**src/lgep_pkg.sv**
```systemverilog
// ----------------------------------------------------------------------------
// lgep_pkg - shared types and constants of the luminance glow pipeline
// Pixel words, inter-stage payloads, register codes and fixed-point constants.
// ----------------------------------------------------------------------------
package lgep_pkg;

  localparam int CFG_W   = 16;
  localparam int CHAN_W  = 8;
  localparam int LUM_W   = 24;  // Q8.16 luminance, 0..16711680
  localparam int T_W     = 17;  // Q0.16 value in 0..1.0 inclusive
  localparam int SLOPE_W = 18;  // 3.0 - 2t in Q0.16, up to 196608

  localparam logic [LUM_W-1:0]   LUMA_W_RED   = 24'd19595;
  localparam logic [LUM_W-1:0]   LUMA_W_GREEN = 24'd38470;
  localparam logic [LUM_W-1:0]   LUMA_W_BLUE  = 24'd7471;
  localparam logic [T_W-1:0]     Q16_ONE      = 17'h10000;
  localparam logic [SLOPE_W-1:0] Q16_THREE    = 18'd196608;
  localparam logic [CHAN_W+T_W-1:0] Q16_HALF  = 25'd32768;
  localparam logic [CHAN_W-1:0]  ALPHA_OPAQUE = 8'd255;

  localparam logic [CFG_W-1:0] EDGE_LOW_RST  = 16'd19584;
  localparam logic [CFG_W-1:0] RAMP_GAIN_RST = 16'd514;

  typedef enum logic [0:0] {
    REG_EDGE_LOW  = 1'b0,
    REG_RAMP_GAIN = 1'b1
  } cfg_reg_t;

  typedef struct packed {
    logic [CHAN_W-1:0] red_in;
    logic [CHAN_W-1:0] green_in;
    logic [CHAN_W-1:0] blue_in;
  } pix_in_t;

  typedef struct packed {
    logic [CHAN_W-1:0] red_out;
    logic [CHAN_W-1:0] green_out;
    logic [CHAN_W-1:0] blue_out;
    logic [CHAN_W-1:0] alpha_out;
  } pix_out_t;

  // Luminance above the low edge, zero when at or below it
  typedef struct packed {
    pix_in_t          pix;
    logic [LUM_W-1:0] diff;
  } luma_t;

  typedef struct packed {
    pix_in_t        pix;
    logic [T_W-1:0] glow;
  } glow_t;

endpackage

```
**src/lgep_luma.sv**
```systemverilog
// ----------------------------------------------------------------------------
// lgep_luma - luminance and edge subtract
// Two stages: weighted sum of the channels, then distance above the low edge.
// ----------------------------------------------------------------------------
module lgep_luma (
  input  logic                           clk,
  input  logic                           rst,
  input  logic                           up_valid,
  output logic                           up_ready,
  input  lgep_pkg::pix_in_t              up_data,
  input  logic [lgep_pkg::CFG_W-1:0]     edge_low,
  output logic                           dn_valid,
  input  logic                           dn_ready,
  output lgep_pkg::luma_t                dn_data
);
  import lgep_pkg::*;

  logic             valid_a;
  pix_in_t          pix_a;
  logic [LUM_W-1:0] lum_a;
  logic [LUM_W-1:0] lum_next;
  logic [LUM_W-1:0] base;
  logic             ready_a;
  logic             ready_b;

  assign ready_b  = !dn_valid || dn_ready;
  assign ready_a  = !valid_a || ready_b;
  assign up_ready = ready_a;

  assign lum_next = LUM_W'(up_data.red_in) * LUMA_W_RED
                  + LUM_W'(up_data.green_in) * LUMA_W_GREEN
                  + LUM_W'(up_data.blue_in) * LUMA_W_BLUE;
  assign base = {edge_low, 8'h00};

  always_ff @(posedge clk) begin
    if (rst) begin
      valid_a <= 1'b0;
    end else if (ready_a) begin
      valid_a <= up_valid;
    end
    if (ready_a && up_valid) begin
      pix_a <= up_data;
      lum_a <= lum_next;
    end
  end

  always_ff @(posedge clk) begin
    if (rst) begin
      dn_valid <= 1'b0;
    end else if (ready_b) begin
      dn_valid <= valid_a;
    end
    if (ready_b && valid_a) begin
      dn_data.pix  <= pix_a;
      dn_data.diff <= (lum_a > base) ? lum_a - base : '0;
    end
  end

endmodule

```
**src/lgep_ramp.sv**
```systemverilog
// ----------------------------------------------------------------------------
// lgep_ramp - ramp and smoothstep
// Three stages: gain multiply, clamp and square, cubic shaping to the glow.
// ----------------------------------------------------------------------------
module lgep_ramp (
  input  logic                           clk,
  input  logic                           rst,
  input  logic                           up_valid,
  output logic                           up_ready,
  input  lgep_pkg::luma_t                up_data,
  input  logic [lgep_pkg::CFG_W-1:0]     ramp_gain,
  output logic                           dn_valid,
  input  logic                           dn_ready,
  output lgep_pkg::glow_t                dn_data
);
  import lgep_pkg::*;

  localparam int PROD_W = LUM_W + CFG_W;

  logic                 valid_c;
  logic                 valid_d;
  pix_in_t              pix_c;
  pix_in_t              pix_d;
  logic [LUM_W-1:0]     ramp_c;
  logic [T_W-1:0]       t2_d;
  logic [SLOPE_W-1:0]   slope_d;
  logic [PROD_W-1:0]    prod_next;
  logic [T_W-1:0]       t_sat;
  logic [2*T_W-1:0]     sq_next;
  logic [T_W+SLOPE_W-1:0] cube_next;
  logic                 ready_c;
  logic                 ready_d;
  logic                 ready_e;

  assign ready_e  = !dn_valid || dn_ready;
  assign ready_d  = !valid_d || ready_e;
  assign ready_c  = !valid_c || ready_d;
  assign up_ready = ready_c;

  assign prod_next = PROD_W'(up_data.diff) * PROD_W'(ramp_gain);
  // saturate t at 1.0
  assign t_sat     = (ramp_c > LUM_W'(Q16_ONE)) ? Q16_ONE : ramp_c[T_W-1:0];
  assign sq_next   = (2*T_W)'(t_sat) * (2*T_W)'(t_sat);
  assign cube_next = (T_W+SLOPE_W)'(t2_d) * (T_W+SLOPE_W)'(slope_d);

  always_ff @(posedge clk) begin
    if (rst) begin
      valid_c <= 1'b0;
      valid_d <= 1'b0;
      dn_valid <= 1'b0;
    end else begin
      if (ready_c) begin
        valid_c <= up_valid;
      end
      if (ready_d) begin
        valid_d <= valid_c;
      end
      if (ready_e) begin
        dn_valid <= valid_d;
      end
    end
    if (ready_c && up_valid) begin
      pix_c  <= up_data.pix;
      ramp_c <= prod_next[PROD_W-1:16];
    end
    if (ready_d && valid_c) begin
      pix_d   <= pix_c;
      t2_d    <= sq_next[T_W+15:16];
      slope_d <= Q16_THREE - {t_sat, 1'b0};
    end
    if (ready_e && valid_d) begin
      dn_data.pix  <= pix_d;
      dn_data.glow <= cube_next[T_W+15:16];
    end
  end

endmodule

```
**src/lgep_scale.sv**
```systemverilog
// ----------------------------------------------------------------------------
// lgep_scale - channel scaling and output register
// One stage: each channel times the glow, rounded half up; alpha forced opaque.
// ----------------------------------------------------------------------------
module lgep_scale (
  input  logic                clk,
  input  logic                rst,
  input  logic                up_valid,
  output logic                up_ready,
  input  lgep_pkg::glow_t     up_data,
  output logic                dn_valid,
  input  logic                dn_ready,
  output lgep_pkg::pix_out_t  dn_data
);
  import lgep_pkg::*;

  localparam int SC_W = CHAN_W + T_W;

  logic [SC_W-1:0] red_sc;
  logic [SC_W-1:0] green_sc;
  logic [SC_W-1:0] blue_sc;

  assign up_ready = !dn_valid || dn_ready;

  assign red_sc   = SC_W'(up_data.pix.red_in) * SC_W'(up_data.glow) + Q16_HALF;
  assign green_sc = SC_W'(up_data.pix.green_in) * SC_W'(up_data.glow) + Q16_HALF;
  assign blue_sc  = SC_W'(up_data.pix.blue_in) * SC_W'(up_data.glow) + Q16_HALF;

  always_ff @(posedge clk) begin
    if (rst) begin
      dn_valid <= 1'b0;
    end else if (up_ready) begin
      dn_valid <= up_valid;
    end
    // glow never exceeds 1.0, so the rounded product stays within a byte
    if (up_ready && up_valid) begin
      dn_data.red_out   <= red_sc[CHAN_W+15:16];
      dn_data.green_out <= green_sc[CHAN_W+15:16];
      dn_data.blue_out  <= blue_sc[CHAN_W+15:16];
      dn_data.alpha_out <= ALPHA_OPAQUE;
    end
  end

`ifndef NO_ASSERTIONS
  a_zero_glow_black: assert property (@(posedge clk) disable iff (rst)
    (up_valid && up_ready && up_data.glow == '0) |=>
      (dn_data.red_out == '0 && dn_data.green_out == '0 && dn_data.blue_out == '0))
    else $error("zero glow did not give a black pixel");

  a_full_glow_pass: assert property (@(posedge clk) disable iff (rst)
    (up_valid && up_ready && up_data.glow == Q16_ONE) |=>
      (dn_data.red_out == $past(up_data.pix.red_in) &&
       dn_data.green_out == $past(up_data.pix.green_in) &&
       dn_data.blue_out == $past(up_data.pix.blue_in)))
    else $error("full glow did not pass the pixel through");

  a_glow_range: assert property (@(posedge clk) disable iff (rst)
    up_valid |-> up_data.glow <= Q16_ONE)
    else $error("glow factor above 1.0");
`endif

endmodule

```
**src/luminance_glow_emissive_pixel.sv**
```systemverilog
// ----------------------------------------------------------------------------
// luminance_glow_emissive_pixel - smoothstep glow mask on luminance
// Scales an RGB8 pixel by a smoothstep of its Rec.601 luminance; alpha opaque.
// ----------------------------------------------------------------------------
//
//  channel | direction | handshake             | payload
//  --------+-----------+-----------------------+----------------------------
//  src     | in        | src_valid / src_stall | src_data  (pix_in_t)
//  dst     | out       | dst_valid / dst_stall | dst_data  (pix_out_t)
//  cfg     | in        | cfg_valid / cfg_ready | cfg_index, cfg_data
//
//  One word per clock in and out, sustained while dst_stall is low. The path
//  from src to dst runs through six register stages: two luminance
//  stages, three ramp and smoothstep stages (one multiply each), one scaling
//  stage.
//  Each stage advances when its successor is empty or advancing, so bubbles
//  collapse and src is taken while a finished word waits on dst, if some stage is empty.
//  rst is synchronous: it empties the pipeline and loads the register
//  defaults; cfg_ready is always high.
//
module luminance_glow_emissive_pixel (
  input  logic                      clk,
  input  logic                      rst,
  input  logic                      src_valid,
  output logic                      src_stall,
  input  lgep_pkg::pix_in_t         src_data,
  output logic                      dst_valid,
  input  logic                      dst_stall,
  output lgep_pkg::pix_out_t        dst_data,
  input  logic                      cfg_valid,
  output logic                      cfg_ready,
  input  lgep_pkg::cfg_reg_t        cfg_index,
  input  logic [lgep_pkg::CFG_W-1:0] cfg_data
);
  import lgep_pkg::*;

  // Configuration registers
  logic [CFG_W-1:0] edge_low;
  logic [CFG_W-1:0] ramp_gain;

  // Inter-module handshakes
  logic    luma_in_ready;
  logic    luma_valid;
  logic    luma_ready;
  luma_t   luma_data;
  logic    glow_valid;
  logic    glow_ready;
  glow_t   glow_data;

  // Register writes never stall; values are to be changed only while idle, which the block does not enforce
  assign cfg_ready = 1'b1;

  always_ff @(posedge clk) begin
    if (rst) begin
      edge_low  <= EDGE_LOW_RST;
      ramp_gain <= RAMP_GAIN_RST;
    end else if (cfg_valid && cfg_ready) begin
      case (cfg_index)
        REG_EDGE_LOW:  edge_low  <= cfg_data;
        REG_RAMP_GAIN: ramp_gain <= cfg_data;
        default: ;
      endcase
    end
  end

  // Stall the source whenever the first stage cannot advance
  assign src_stall = !luma_in_ready;

  lgep_luma u_luma (
    .clk      (clk),
    .rst      (rst),
    .up_valid (src_valid),
    .up_ready (luma_in_ready),
    .up_data  (src_data),
    .edge_low (edge_low),
    .dn_valid (luma_valid),
    .dn_ready (luma_ready),
    .dn_data  (luma_data)
  );

  lgep_ramp u_ramp (
    .clk       (clk),
    .rst       (rst),
    .up_valid  (luma_valid),
    .up_ready  (luma_ready),
    .up_data   (luma_data),
    .ramp_gain (ramp_gain),
    .dn_valid  (glow_valid),
    .dn_ready  (glow_ready),
    .dn_data   (glow_data)
  );

  // Output register lives in the scaling stage; hold it while dst stalls
  lgep_scale u_scale (
    .clk      (clk),
    .rst      (rst),
    .up_valid (glow_valid),
    .up_ready (glow_ready),
    .up_data  (glow_data),
    .dn_valid (dst_valid),
    .dn_ready (!dst_stall),
    .dn_data  (dst_data)
  );

`ifndef NO_ASSERTIONS
  a_alpha_opaque: assert property (@(posedge clk) disable iff (rst)
    dst_valid |-> dst_data.alpha_out == ALPHA_OPAQUE)
    else $error("alpha not opaque on an output word");

  a_reset_defaults: assert property (@(posedge clk)
    $past(rst) |-> (edge_low == EDGE_LOW_RST && ramp_gain == RAMP_GAIN_RST))
    else $error("registers not at defaults after reset");

  a_edge_write: assert property (@(posedge clk) disable iff (rst)
    (cfg_valid && cfg_ready && cfg_index == REG_EDGE_LOW) |=>
      edge_low == $past(cfg_data))
    else $error("low edge write not taken");
`endif

endmodule
```
**config.mk**
```make
export PLATFORM = sky130hd
export DESIGN_NAME = luminance_glow_emissive_pixel
export DESIGN_NICKNAME = d
export VERILOG_FILES = /design/src/lgep_pkg.sv /design/src/lgep_luma.sv /design/src/lgep_ramp.sv /design/src/lgep_scale.sv /design/src/luminance_glow_emissive_pixel.sv
export SDC_FILE = /design/constraint.sdc
export NUM_CORES = 2
export LEC_CHECK = 0
export BUFFER_PORTS_ARGS = -buffer_cell sky130_fd_sc_hd__buf_2
export CORE_MARGIN = 1.5
export CORE_UTILIZATION = 45
export CTS_CLUSTER_SIZE = 28
export DETAILED_ROUTE_END_ITERATION = 6
export GPL_TIMING_DRIVEN = 0
export PLACE_DENSITY = 0.67
export SLEW_MARGIN = 25
export SYNTH_ARGS = -nofsm -noshare
export SYNTH_HDL_FRONTEND = slang
export SYNTH_SLANG_ARGS = --single-unit
```
**constraint.sdc**
```tcl
create_clock -name clk -period 7.61 [get_ports clk]
set_input_delay 0 -clock clk [delete_from_list [all_inputs] [get_ports clk]]
set_output_delay 0 -clock clk [all_outputs]
set_load 0.02 [all_outputs]
```
==> results_dict.tcl <==
set metrics [dict create \
    status "complete, but fails checks" \
    violations "DRC, setup timing" \
    rows 130 \
    path_common_cell "fa_1" \
    n_antenna_cell 0 \
    critPathRequiredTime_ns 7.92 \
    dr.first_iter.drc_count 2387 \
    drv_cap 0 \
    slew-limit-headroom_pct 46.6 \
    skew_ns 0.0246 \
    hold_viol 0 \
    nNetsFinal 7895 \
    fmax_ghz 0.125 \
    drive_above_1_share_pct 6.81 \
    synth_edf_count 267 \
    drc_errors 1 \
    grt_pass1_vias 41832 \
    cts-buffers-inserted 36 \
    synthArstFlopShare_pct 0 \
    start_kind "register" \
    area_growth_pct 9.93 \
    die_x_um 358 \
    utilization_pct 49.8 \
    final_max_slew_viol_count 0 \
    grt_pass1_wl_um 217000 \
    cpPeakStageDelay_ns 0.57 \
    hpwl_um 109000 \
    rsz0062_at_grt "true" \
    end_kind "register" \
    setup_slack_ns -0.414 \
    placed_cells 7599 \
    syn_avg_cell_area_um2 9.71 \
    num_vias 39340 \
    routed_via_density 5.05 \
    clockBufferDepth 3 \
    drt_pass1_iterations 7 \
    path_buf_inv 6 \
    ant_nets 0 \
    synth_warnings 0 \
    overflow 0 \
    start_util_pct 45.3 \
    clkLatencyLatePin_ns 0.57 \
    io_pins 81 \
    core_area_mm2 0.125 \
    cts_root_buf "clkbuf_16" \
    min_path_type "in2reg" \
    synthCells 5839 \
    syn_area_mm2 0.0567 \
    ir_worst_vdd_v 0.000637 \
    post-route-period-util_pct 105 \
    setup_violations 13 \
    place_ws_ns -0.877 \
    fp.dieArea_mm2 0.128 \
    synthTopCellsByArea "fa_1 (39%), ha_1 (14%), edfxtp_1 (14%)" \
    path_max_fanout 6 \
    die_y_um 358 \
    fin_cells 7787 \
    wl_per_cell_um 16.8 \
    tightest_slew_ns 0.781 \
    port_buffers 70 \
    critPathArrivalTime_ns 8.34 \
    clock-sinks 305 \
    finalPower_mw 27.1 \
    min_period_ns 8.02 \
    seq_area_frac_synth_pct 15.5 \
    synth_seq_cells 305 \
    synth_top_area_cell "fa_1" \
    leakage_nw 30.7 \
    grt_max_degree 28 \
    synth_most_common_cell "inv_1" \
    cts_tree "done" \
    synthDistinctLibCells 75 \
    fill_cells 11429 \
    cpMaxStageDelayCell "fa_1" \
    wl_um 131000 \
    place_congestion 0.897 \
    grt_usage_pct 21.2 \
    critPathKind "reg2reg" \
    antenna_found_initial 1 \
    cpLargestDelayFamily "adder cells" \
    power_density_mw_per_mm2 435 \
    path_clk_slew_ns 0.06 \
    synth_common_cells "inv_1 (1397), fa_1 (1098), nand2_1 (808), ha_1 (641), and2_1 (450)" \
    synth_top_cell_area_share_pct 38.8 \
    htree_levels 2 \
    ys.flop_type "edfxtp_1" \
]
worst register-to-register path, delay by kind of cell, from the launching register on:
family / cells / cell delay [ns]
flip-flops: 1 / 0.39
adder cells (fa/ha/maj): 7 / 3.22
buffers and inverters: 6 / 0.66
AND/OR/NAND/NOR: 8 / 1.91
XOR/XNOR: 1 / 0.08
AO/OA/AOI/OAI: 7 / 1.54
kinds of logic after synthesis:
family,synth area share (%)
adders and majority gates,52.9
buffers and inverters,11.1
and+or+nand+nor,13.7
AOI/OAI and AO/OA,4.58
DFF,15.5
xor gates and xnor gates,2.18
other,0.0132
muxes,0.0375
sequential cells by signal, indices dropped and copies added, names as in the netlist:
name              cells
u_luma.dn_data       48
u_ramp.dn_data       41
u_luma.lum_a         24
u_luma.pix_a         24
u_ramp.pix_c         24
u_ramp.pix_d         24
u_ramp.ramp_c        24
u_scale.dn_data      24
u_ramp.slope_d       17
u_ramp.t2_d          17
edge_low             16
ramp_gain            16
u_luma.dn_valid       1
u_luma.valid_a        1
u_ramp.dn_valid       1
u_ramp.valid_c        1
u_ramp.valid_d        1
u_scale.dn_valid      1
layout make-up:
type | count | area, µm² | share of cell area [%]
Buffer | 231 | 1060 | 1.70
Timing Repair Buffer | 213 | 1770 | 2.83
Multi-Input combinational cell | 3917 | 42100 | 67.6
Clock inverter | 23 | 264 | 0.424
Sequential cell | 305 | 8790 | 14.1
Tap cell | 1650 | 2060 | 3.31
Clock buffer | 42 | 976 | 1.57
Inverter | 1406 | 5280 | 8.47
per-stage QoR:
stage | hold slack, ns | setup TNS (ns) | area, µm²
final | 0.249 | -3.67 | 62300
after global routing | 0.243 | -7.01 | 62300
after CTS | 0.223 | -2.85 | 62000
after detailed placement | 0.239 | -9.21 | 59600
after global placement | 0.239 | -18.46 | 59300
after floorplan | 0.0989 | -0.292 | 56900
placed cells by master, fill, tap and decap left out, types with 62 or more instances in the layout:
cell,count
a21oi_1,109
and2_1,445
and3_1,62
buf_2,81
buf_4,86
clkbuf_1,165
edfxtp_1,267
fa_1,1094
ha_1,633
inv_1,1385
nand2_1,801
nor2_1,99
xnor2_1,93
path summary, 6_finish.rpt:
kind / start / to / slack, ns / cells after the start
worst max-delay path: u_ramp.ramp_c[3]$_DFFE_PP_ / u_ramp.t2_d[11]$_DFFE_PP_ / -0.41 / 29
worst min-delay path: cfg_data[0] / ramp_gain[0]$_SDFFE_PP0P_ / 0.25 / 4
worst max register to register: u_ramp.ramp_c[3]$_DFFE_PP_ / u_ramp.t2_d[11]$_DFFE_PP_ / -0.41 / 29
worst min register to register: u_ramp.pix_d[6]$_DFFE_PP_ / u_ramp.dn_data[23]$_DFFE_PP_ / 0.41 / 0
metal layers:
metal,vias up,global-route usage (%),part of all wire (%)
met5,-,0,0
met4,0,5.69,2.8
met3,220,2.41,5.7
met2,1105,35.7,48
met1,19884,29.0,43
li1,18131,-,-
repair_timing:
item | 4_1_cts | 5_1_grt
buffers inserted | 57 | 19
cloned | 0 | 0
pin swaps | 37 | 30
gates resized for setup | 75 | 95
endpoints found under the setup margin | 20 | 32
endpoints found under the hold margin | 86 | 0
hold buffers | 58 | 0
power breakdown:
part           internal, mW  total (mW)  switching, mW
Clock                  1.07        1.81          0.740
Sequential             3.00        3.27          0.267
Combinational          9.50        22.0           12.5
Total                  13.6        27.1           13.6
Note: power is estimated with default switching activity, not from simulation.
